## src/rtl/v3alu_pkg.sv

```systemverilog
// Shared types, constants and helpers of the Q16.16 vector ALU.
`timescale 1ns / 1ps
package v3alu_pkg;

  localparam int FRAC_BITS_DEF = 16;
  localparam int DATA_W        = 32;
  localparam int PROD_W        = 64;
  localparam int SUM_W         = 66;
  localparam int NPROD         = 9;
  localparam int SQ_STEPS      = 32;
  localparam int REM_W         = 35;
  localparam int IN_TDATA_W    = 232;
  localparam int OUT_TDATA_W   = 136;

  localparam logic signed [DATA_W-1:0] S32_MAX = 32'sh7fff_ffff;
  localparam logic signed [DATA_W-1:0] S32_MIN = 32'sh8000_0000;

  // Operation codes
  typedef enum logic [3:0] {
    FN_ADD  = 4'd0,
    FN_SUB  = 4'd1,
    FN_SCL  = 4'd2,
    FN_HAD  = 4'd3,
    FN_DOT  = 4'd4,
    FN_WDG  = 4'd5,
    FN_CRS  = 4'd6,
    FN_NRM  = 4'd7,
    FN_GEO  = 4'd8
  } func_t;

  // Product slots: 0..2 diagonal (a_i times b_i, s or a_i), 3..8 cross terms
  localparam int P_XX = 0;
  localparam int P_YY = 1;
  localparam int P_ZZ = 2;
  localparam int P_XY = 3;
  localparam int P_YX = 4;
  localparam int P_XZ = 5;
  localparam int P_ZX = 6;
  localparam int P_YZ = 7;
  localparam int P_ZY = 8;

  typedef struct packed {
    logic ovf;
    logic signed [DATA_W-1:0] val;
  } sat_t;

  // Stage 1 payload: raw products and add/sub results
  typedef struct packed {
    func_t func;
    logic signed [NPROD-1:0][PROD_W-1:0] prod;
    logic signed [2:0][DATA_W:0] addsub;
  } mul_t;

  // Stage 2 payload: truncated products and sum of squares
  typedef struct packed {
    func_t func;
    logic signed [NPROD-1:0][PROD_W-1:0] tp;
    logic [PROD_W-1:0] sq_sum;
    logic signed [2:0][DATA_W:0] addsub;
  } trc_t;

  // Result payload carried through the root pipeline
  typedef struct packed {
    logic signed [DATA_W-1:0] rx;
    logic signed [DATA_W-1:0] ry;
    logic signed [DATA_W-1:0] rz;
    logic signed [DATA_W-1:0] sc;
    logic ovf;
    logic is_norm;
    logic [PROD_W-1:0] rad;
    logic [REM_W-1:0] rem;
    logic [DATA_W-1:0] root;
  } res_t;

  // Clamp a wide signed value to 32 bits
  function automatic sat_t sat32(input logic signed [SUM_W-1:0] v);
    sat_t r;
    if (v > SUM_W'(S32_MAX)) begin
      r.ovf = 1'b1;
      r.val = S32_MAX;
    end else if (v < SUM_W'(S32_MIN)) begin
      r.ovf = 1'b1;
      r.val = S32_MIN;
    end else begin
      r.ovf = 1'b0;
      r.val = v[DATA_W-1:0];
    end
    return r;
  endfunction

endpackage

```

## src/rtl/v3alu_combine.sv

```systemverilog
// Truncation toward zero, then sums, operation select and saturation.
`timescale 1ns / 1ps
module v3alu_combine #(
  parameter int FRAC_BITS = v3alu_pkg::FRAC_BITS_DEF
) (
  input  logic clk,
  input  logic rst,
  input  logic in_valid,
  output logic in_ready,
  input  v3alu_pkg::mul_t in_data,
  output logic out_valid,
  input  logic out_ready,
  output v3alu_pkg::res_t out_data
);
  import v3alu_pkg::*;

  trc_t trc, trc_next;
  logic trc_valid, trc_ready;
  res_t res_next;

  function automatic logic signed [PROD_W-1:0] trunc0(input logic signed [PROD_W-1:0] p);
    logic [PROD_W-1:0] mag;
    logic [PROD_W-1:0] sh;
    mag = p[PROD_W-1] ? PROD_W'(-p) : PROD_W'(p);
    sh  = mag >> FRAC_BITS;
    return p[PROD_W-1] ? -$signed(sh) : $signed(sh);
  endfunction

  function automatic logic signed [SUM_W-1:0] ext(input logic signed [PROD_W-1:0] p);
    return SUM_W'(p);
  endfunction

  assign trc_ready = !out_valid || out_ready;
  assign in_ready  = !trc_valid || trc_ready;

  // Stage 2: truncate products, sum the raw squares for the norm
  always_comb begin
    trc_next.func   = in_data.func;
    trc_next.addsub = in_data.addsub;
    for (int i = 0; i < NPROD; i++) begin
      trc_next.tp[i] = trunc0(in_data.prod[i]);
    end
    trc_next.sq_sum = PROD_W'(in_data.prod[P_XX]) + PROD_W'(in_data.prod[P_YY])
                    + PROD_W'(in_data.prod[P_ZZ]);
  end

  always_ff @(posedge clk) begin
    if (rst) begin
      trc_valid <= 1'b0;
    end else if (in_ready) begin
      trc_valid <= in_valid;
    end
  end

  always_ff @(posedge clk) begin
    if (in_ready && in_valid) begin
      trc <= trc_next;
    end
  end

  // Stage 3: form the operation's values and clamp them
  logic signed [SUM_W-1:0] dot, w12, w13, w23;
  logic signed [SUM_W-1:0] vx, vy, vz, vs;
  sat_t sx, sy, sz, ss;
  logic nrm;

  always_comb begin
    dot = ext(trc.tp[P_XX]) + ext(trc.tp[P_YY]) + ext(trc.tp[P_ZZ]);
    w12 = ext(trc.tp[P_XY]) - ext(trc.tp[P_YX]);
    w13 = ext(trc.tp[P_XZ]) - ext(trc.tp[P_ZX]);
    w23 = ext(trc.tp[P_YZ]) - ext(trc.tp[P_ZY]);
    vx  = '0;
    vy  = '0;
    vz  = '0;
    vs  = '0;
    nrm = 1'b0;
    case (trc.func)
      FN_ADD, FN_SUB: begin
        // Sign-extend the 33-bit sums
        vx = SUM_W'($signed(trc.addsub[0]));
        vy = SUM_W'($signed(trc.addsub[1]));
        vz = SUM_W'($signed(trc.addsub[2]));
      end
      FN_SCL, FN_HAD: begin
        vx = ext(trc.tp[P_XX]);
        vy = ext(trc.tp[P_YY]);
        vz = ext(trc.tp[P_ZZ]);
      end
      FN_DOT: vs = dot;
      FN_WDG: begin
        vx = w12;
        vy = w13;
        vz = w23;
      end
      FN_GEO: begin
        vx = w12;
        vy = w13;
        vz = w23;
        vs = dot;
      end
      FN_CRS: begin
        vx = w23;
        vy = -w13;
        vz = w12;
      end
      FN_NRM: nrm = 1'b1;
      default: ;
    endcase
    sx = sat32(vx);
    sy = sat32(vy);
    sz = sat32(vz);
    ss = sat32(vs);
    res_next.rx      = sx.val;
    res_next.ry      = sy.val;
    res_next.rz      = sz.val;
    res_next.sc      = ss.val;
    res_next.ovf     = sx.ovf | sy.ovf | sz.ovf | ss.ovf;
    res_next.is_norm = nrm;
    res_next.rad     = trc.sq_sum;
    res_next.rem     = '0;
    res_next.root    = '0;
  end

  always_ff @(posedge clk) begin
    if (rst) begin
      out_valid <= 1'b0;
    end else if (trc_ready) begin
      out_valid <= trc_valid;
    end
  end

  always_ff @(posedge clk) begin
    if (trc_ready && trc_valid) begin
      out_data <= res_next;
    end
  end

endmodule

```

## config.mk

```make
export PLATFORM = sky130hd
export DESIGN_NAME = v3alu_combine
export DESIGN_NICKNAME = d
export VERILOG_FILES = /design/src/rtl/v3alu_pkg.sv /design/src/rtl/v3alu_combine.sv
export SDC_FILE = /design/constraint.sdc
export NUM_CORES = 2
export LEC_CHECK = 0
export BUFFER_PORTS_ARGS = -buffer_cell sky130_fd_sc_hd__buf_2
export CORE_MARGIN = 4
export CORE_UTILIZATION = 46
export CTS_CLUSTER_SIZE = 30
export DETAILED_ROUTE_END_ITERATION = 10
export PLACE_DENSITY = 0.65
export SYNTH_ARGS = -nofsm -noshare
export SYNTH_HDL_FRONTEND = slang
export SYNTH_SLANG_ARGS = --single-unit
```

## constraint.sdc

```tcl
create_clock -name clk -period 24.7 [get_ports clk]
set_clock_uncertainty 0.2 [all_clocks]
set_input_delay 1.235 -clock clk [delete_from_list [all_inputs] [get_ports clk]]
set_output_delay 1.235 -clock clk [all_outputs]
set_load 0.05 [all_outputs]
```

Word-level counts from Yosys, hierarchy flattened
Cells that the tools add are included.

Add/sub/neg operators: 26. Multiply operators: 0. Div/mod/pow operators: 0. Order comparisons: 8. Equality and inequality tests: 8. Shift-type cells: 0. Mux-type cells: 31. Bitwise gates (word level): 3. Reduce and logical (&&, ||, !) cells: 11.

Operators by type and width (number): $pmux W66 S4 (3); $mux W64 (9); $neg A48 Y64 (9); $neg A64 Y64 (9); $mux W48 (9); $gt A66 B32 Y1 const B (4); $lt A66 B32 Y1 const B (4); $mux W33 (8); $sub A64 B64 Y65 (3); $add A64 B64 Y64 (2); $add A65 B64 Y66 (1); $mux W66 (1); $neg A65 Y66 (1); $add A64 B64 Y65 (1); $eq A4 B3 Y1 const B (4); $eq A4 B2 Y1 const B (2); $reduce_or A2 Y1 (4); $eq A4 B1 Y1 const B (1); $eq A4 B4 Y1 const B (1); $logic_not A4 Y1 (1); $or A1 B1 Y1 (3); $logic_and A1 B1 Y1 (2); $logic_not A1 Y1 (2); $logic_or A1 B1 Y1 (2); $mux W1 (1).

Bits in registers: 939. Bits in latches: 0. Memory bits (writable): 0. ROM bits: 0. Input bits: 683. Output and inout port bits: 263. Logic and storage cells: 119. Memories: 0.

Depth between registers and ports, before layout
Depth in word-level cells: 9. Mapped depth: 24.

Worst setup path before layout
No wires, ideal clock.

Path type: input-to-reg. Start: input port out_ready. End: register trc (netlist bit res_next[100]), enable pin. Library setup time: 1.205 ns. Arrival time: 18.428 ns. Path slack: 4.867 ns. Stages: 3. Path buffers: 0. Cell sequence: nor2b_1 > nand2_1 > and2_1.

Longest elaborated chain between the ends: 3.

Ends and longest elaborated chain: start, declared (line v3alu_combine.sv:12) `input logic out_ready,`; $logic_or A1 B1 Y1 (line v3alu_combine.sv:33) `assign trc_ready = !out_valid || out_ready;`; $logic_or A1 B1 Y1 (line v3alu_combine.sv:34) `assign in_ready = !trc_valid || trc_ready;`; via in_ready (line v3alu_combine.sv:9) `output logic in_ready,`; $logic_and A1 B1 Y1 (line v3alu_combine.sv:56) `if (in_ready && in_valid) begin`; end signal, assigned (line v3alu_combine.sv:57) `trc <= trc_next;`; end, declared (line v3alu_combine.sv:17) `trc_t trc, trc_next;`.

The timed path passes the listed nets, and every way through them passes these cells. A chain may end at the register's enable or synchronous reset.

Final worst setup path
Start: register trc[489] (netlist name). End: register out_data[201] (netlist name) (data pin).

Longest elaborated chain between the ends: 5.

Ends and longest elaborated chain: $sub A64 B64 Y65 (*) (line v3alu_combine.sv:70) `w13 = ext(trc.tp[P_XZ]) - ext(trc.tp[P_ZX]);`; $neg A65 Y66 (line v3alu_combine.sv:103) `vy = -w13;`; $pmux W66 S4 (*) (line v3alu_combine.sv:77) `case (trc.func)`; $lt A66 B32 Y1 (line v3alu_pkg.sv:81) `end else if (v < SUM_W'(S32_MIN)) begin`; $mux W33 (line v3alu_pkg.sv:81); end signal, assigned (line v3alu_combine.sv:134) `out_data <= res_next;`; end, declared (line v3alu_combine.sv:13) `output v3alu_pkg::res_t out_data`.

Mark *: on every way between the ends. The rest lies on a longest branch, timed or not.

==> flow_summary.yaml <==
outcome:
  status: "completed"
final_layout:
  layout_common_cells: "edfxtp_1 (937), buf_2 (878), nand2_1 (776)"
  final_cells: 10900
  drive_above_1_share_pct: 14.4
  final_common_cell: "edfxtp_1"
  fillCellCount: 14800
  fin_area_sq_um: 84200
  syn2layout_area_growth_pct: 13.6
  nets: 9797
clock_network:
  cts_resized: 0
  clk_path_buf_depth: 3
  cts_tree: "done"
  cts_sinks: 939
  numCtsBuffers: 108
  hold_buffers: 0
  clockRootBuffer: "clkbuf_16"
  ctsHtreeMaxLevel: 3
  clkSlewWorstSetupHoldPaths_ns: 0.06
  post_cts_buffers: 0
  clkLatencyLatePin_ns: 0.75
synthesis:
  synth_compound_area_share_pct: 19.0
  synth.avg_cell_area_sq_um: 9.32
  yosys_warnings: 0
  postSynthRegisterBits: 939
  async_flop_share_pct: 0
  synth_top_family_by_area: "compound AO/OA/AOI/OAI gates"
  muxShareOfSynthArea_pct: 0.896
  yosysUniqueCellTypes: 105
  syn-cell-area_sq_um: 74100
  synthAdderAreaFrac_pct: 9.10
  synthFlopType: "edfxtp_1"
  synth-edff-count: 937
  yosys.area_share.simple_pct: 18.8
  synthCells: 7951
  ys_seq_area_share_pct: 38.0
  synth_xor_area_share_pct: 9.91
grt:
  grt_overflow: 0
  grt_max_degree: 176
  track_usage_pct: 33.6
  grt_pass1_vias: 63000
  antenna_found_initial: 71
  grt_pass1_wl_microns: 421000
sta:
  tns_ns: 0
  setup_viol: 0
  fin_crit_ns: 8.49
  rsz0062_at_grt: "no"
  hold_viol_final: 0
  fin_crit_sh_pct: 34.4
  slew_headroom_pct: 10.1
  tightest_slew_ns: 1.34
  fmax_ghz: 0.118
  drv_slew: 0
placed_design:
  postPlaceCellArea_sq_um: 80300
  numPortBuffers: 878
  placed_cells: 10700
  gp_congestion: 1.00
  dp_hpwl_microns: 239000
setup_path:
  arrival_ns: 8.86
  path_cells: "ha_1 > a21oi_1 > nand2_1 > or4_1 > o2111a_1 > a211oi_1 > or4b_1 > nor4_2 > nand4_1 > nor3_1 > or4b_1 > nor3b_1 > xor2_1 > a21oi_1 > nand4bb_1 > or4_1 > and2_1 > o21ai_0"
  cp_slowest_cell: "or4_1"
  crit_path_end_kind: "register"
  worstPathRequired_ns: 25.07
  path_class: "register to register"
  crit_family: "simple AND/OR/NAND/NOR gates"
  path_buf_inv: 0
  critPathMaxFanout: 22
  startpoint_type: "register"
  max_stage_delay_ns: 0.87
floorplan:
  fp.coreArea_sq_um: 160000
  dieArea_sq_um: 168000
  floorplan.die.height_microns: 409
  die_w_microns: 409
  ios: 946
  initial_core_util_pct: 46.2
  rows: 147
drt:
  drtAntennaViolNets: 0
  wirelength_microns: 295000
  num_vias: 68000
  vias_per_cell: 6.22
  drc: 0
  drtIter0Drc: 8123
  first_pass_iters: 8
  wire_per_inst_microns: 27.0
run:
  max-cap-violations: 0
hold_path:
  worstHoldPathType: "register to register"
pwr:
  p_leak_nw: 32.3
  peakVddDrop_uv: 55.8
  p_per_area_nw_per_um2: 64.0
Yosys cell counts (21+ instances only):
cell type | n | area share (%)
nand4_1 | 192 | 1.6
xor2_1 | 270 | 3.2
a21o_1 | 206 | 2.1
or4_1 | 51 | 0.52
fa_1 | 132 | 3.6
a31oi_1 | 85 | 0.72
o211ai_1 | 45 | 0.46
buf_1 | 40 | 0.20
nand2_1 | 776 | 3.9
xnor2_1 | 569 | 6.7
ha_1 | 328 | 5.5
a221o_1 | 37 | 0.50
o21ai_1 | 23 | 0.16
and3_1 | 114 | 0.96
a221oi_1 | 58 | 0.69
a211o_1 | 26 | 0.31
or2_2 | 46 | 0.39
o31ai_1 | 37 | 0.37
a211oi_1 | 64 | 0.65
a222oi_1 | 58 | 0.78
nor2b_1 | 83 | 0.70
edfxtp_1 | 937 | 38
nor3_1 | 227 | 1.5
and2_1 | 64 | 0.54
buf_4 | 67 | 0.68
a22o_1 | 21 | 0.25
a21oi_1 | 505 | 3.4
nor4_1 | 139 | 1.2
nand3_1 | 248 | 1.7
o21ai_0 | 494 | 3.3
nor3b_1 | 27 | 0.27
o31a_1 | 22 | 0.26
nand2b_1 | 88 | 0.74
o21bai_1 | 55 | 0.56
clkbuf_1 | 302 | 1.5
inv_1 | 333 | 1.7
o21a_1 | 87 | 0.88
nor2_1 | 476 | 2.4
mux2i_1 | 45 | 0.61
a22oi_1 | 30 | 0.30
a21boi_0 | 82 | 0.83
or3_1 | 93 | 0.78
a2111oi_0 | 32 | 0.38
and4_1 | 43 | 0.51
state kept, by name, indices dropped and copies added, names as in the netlist:
signal,flops
out_data,194
out_valid,1
res_next,64
trc,679
trc_valid,1
final timing paths:
kind / depth (start not counted) / slack [ns] / endpoint / from
min: 0 / 0.22 / out_data[100]$_DFFE_PP_ / res_next[100]$_DFFE_PP_
max: 18 / 16.21 / out_data[201]$_SDFFCE_PN1P_ / trc[489]$_DFFE_PP_
min reg2reg: 0 / 0.22 / out_data[100]$_DFFE_PP_ / res_next[100]$_DFFE_PP_
max reg2reg: 18 / 16.21 / out_data[201]$_SDFFCE_PN1P_ / trc[489]$_DFFE_PP_
cells by family after synthesis:
| group | after synthesis |
|---|---|
| AOI/OAI and AO/OA | 2135 |
| xor gates and xnor gates | 839 |
| adders and majority gates | 460 |
| buffers and inverters | 762 |
| DFF | 939 |
| muxes | 64 |
| other | 1 |
| and+or+nand+nor | 2751 |
stage by stage:
step | utilization (%) | power (mW) | hold WS [ns] | setup WS, ns
6_report | 52.5 | 5.39 | 0.216 | 16.21
5_1_grt | 52.5 | 5.60 | 0.224 | 15.70
4_1_cts | 52.4 | 5.38 | 0.216 | 16.31
3_5_place_dp | 50.1 | 3.63 | 0.205 | 16.35
3_3_place_gp | 50.1 | 3.63 | 0.201 | 16.36
2_1_floorplan | - | 3.09 | 0.200 | 4.87
power breakdown:
group	total [mW]	internal [mW]	leakage [nW]	switching [mW]
sequential	2.01	1.92	8.99	0.0849
clock	1.74	1.02	1.83	0.726
combinational	1.64	0.548	21.4	1.09
total	5.39	3.49	32.3	1.90
routing by layer:
layer / vias to the layer above / part of all wire (%) / GRT usage (%)
met1: 32800 / 40 / 44.6
met3: 600 / 10 / 7.67
met4: 16 / 5.3 / 15.6
met2: 3554 / 44 / 52.1
li1: 31000 / - / -
met5: - / 0.034 / 0
area by class of cell:
class,count,area [sq um],share of cell area (%)
Multi-Input combinational cell,6316,43200,51.3
Sequential cell,939,28200,33.5
Timing Repair Buffer,953,4980,5.92
Clock buffer,118,2740,3.26
Tap cell,2160,2700,3.21
Inverter,336,1260,1.50
Clock inverter,83,1090,1.30
Antenna cell,21,52.6,0.0624
worst reg2reg max path, delay by kind of cell (launching register included):
family / cells / cell delay (ns)
DFF: 1 / 0.36
xor gates and xnor gates: 1 / 0.20
and+or+nand+nor: 11 / 5.39
AOI/OAI and AO/OA: 5 / 1.74
adders and majority gates: 1 / 0.41
(Power assumes the default switching activity.)
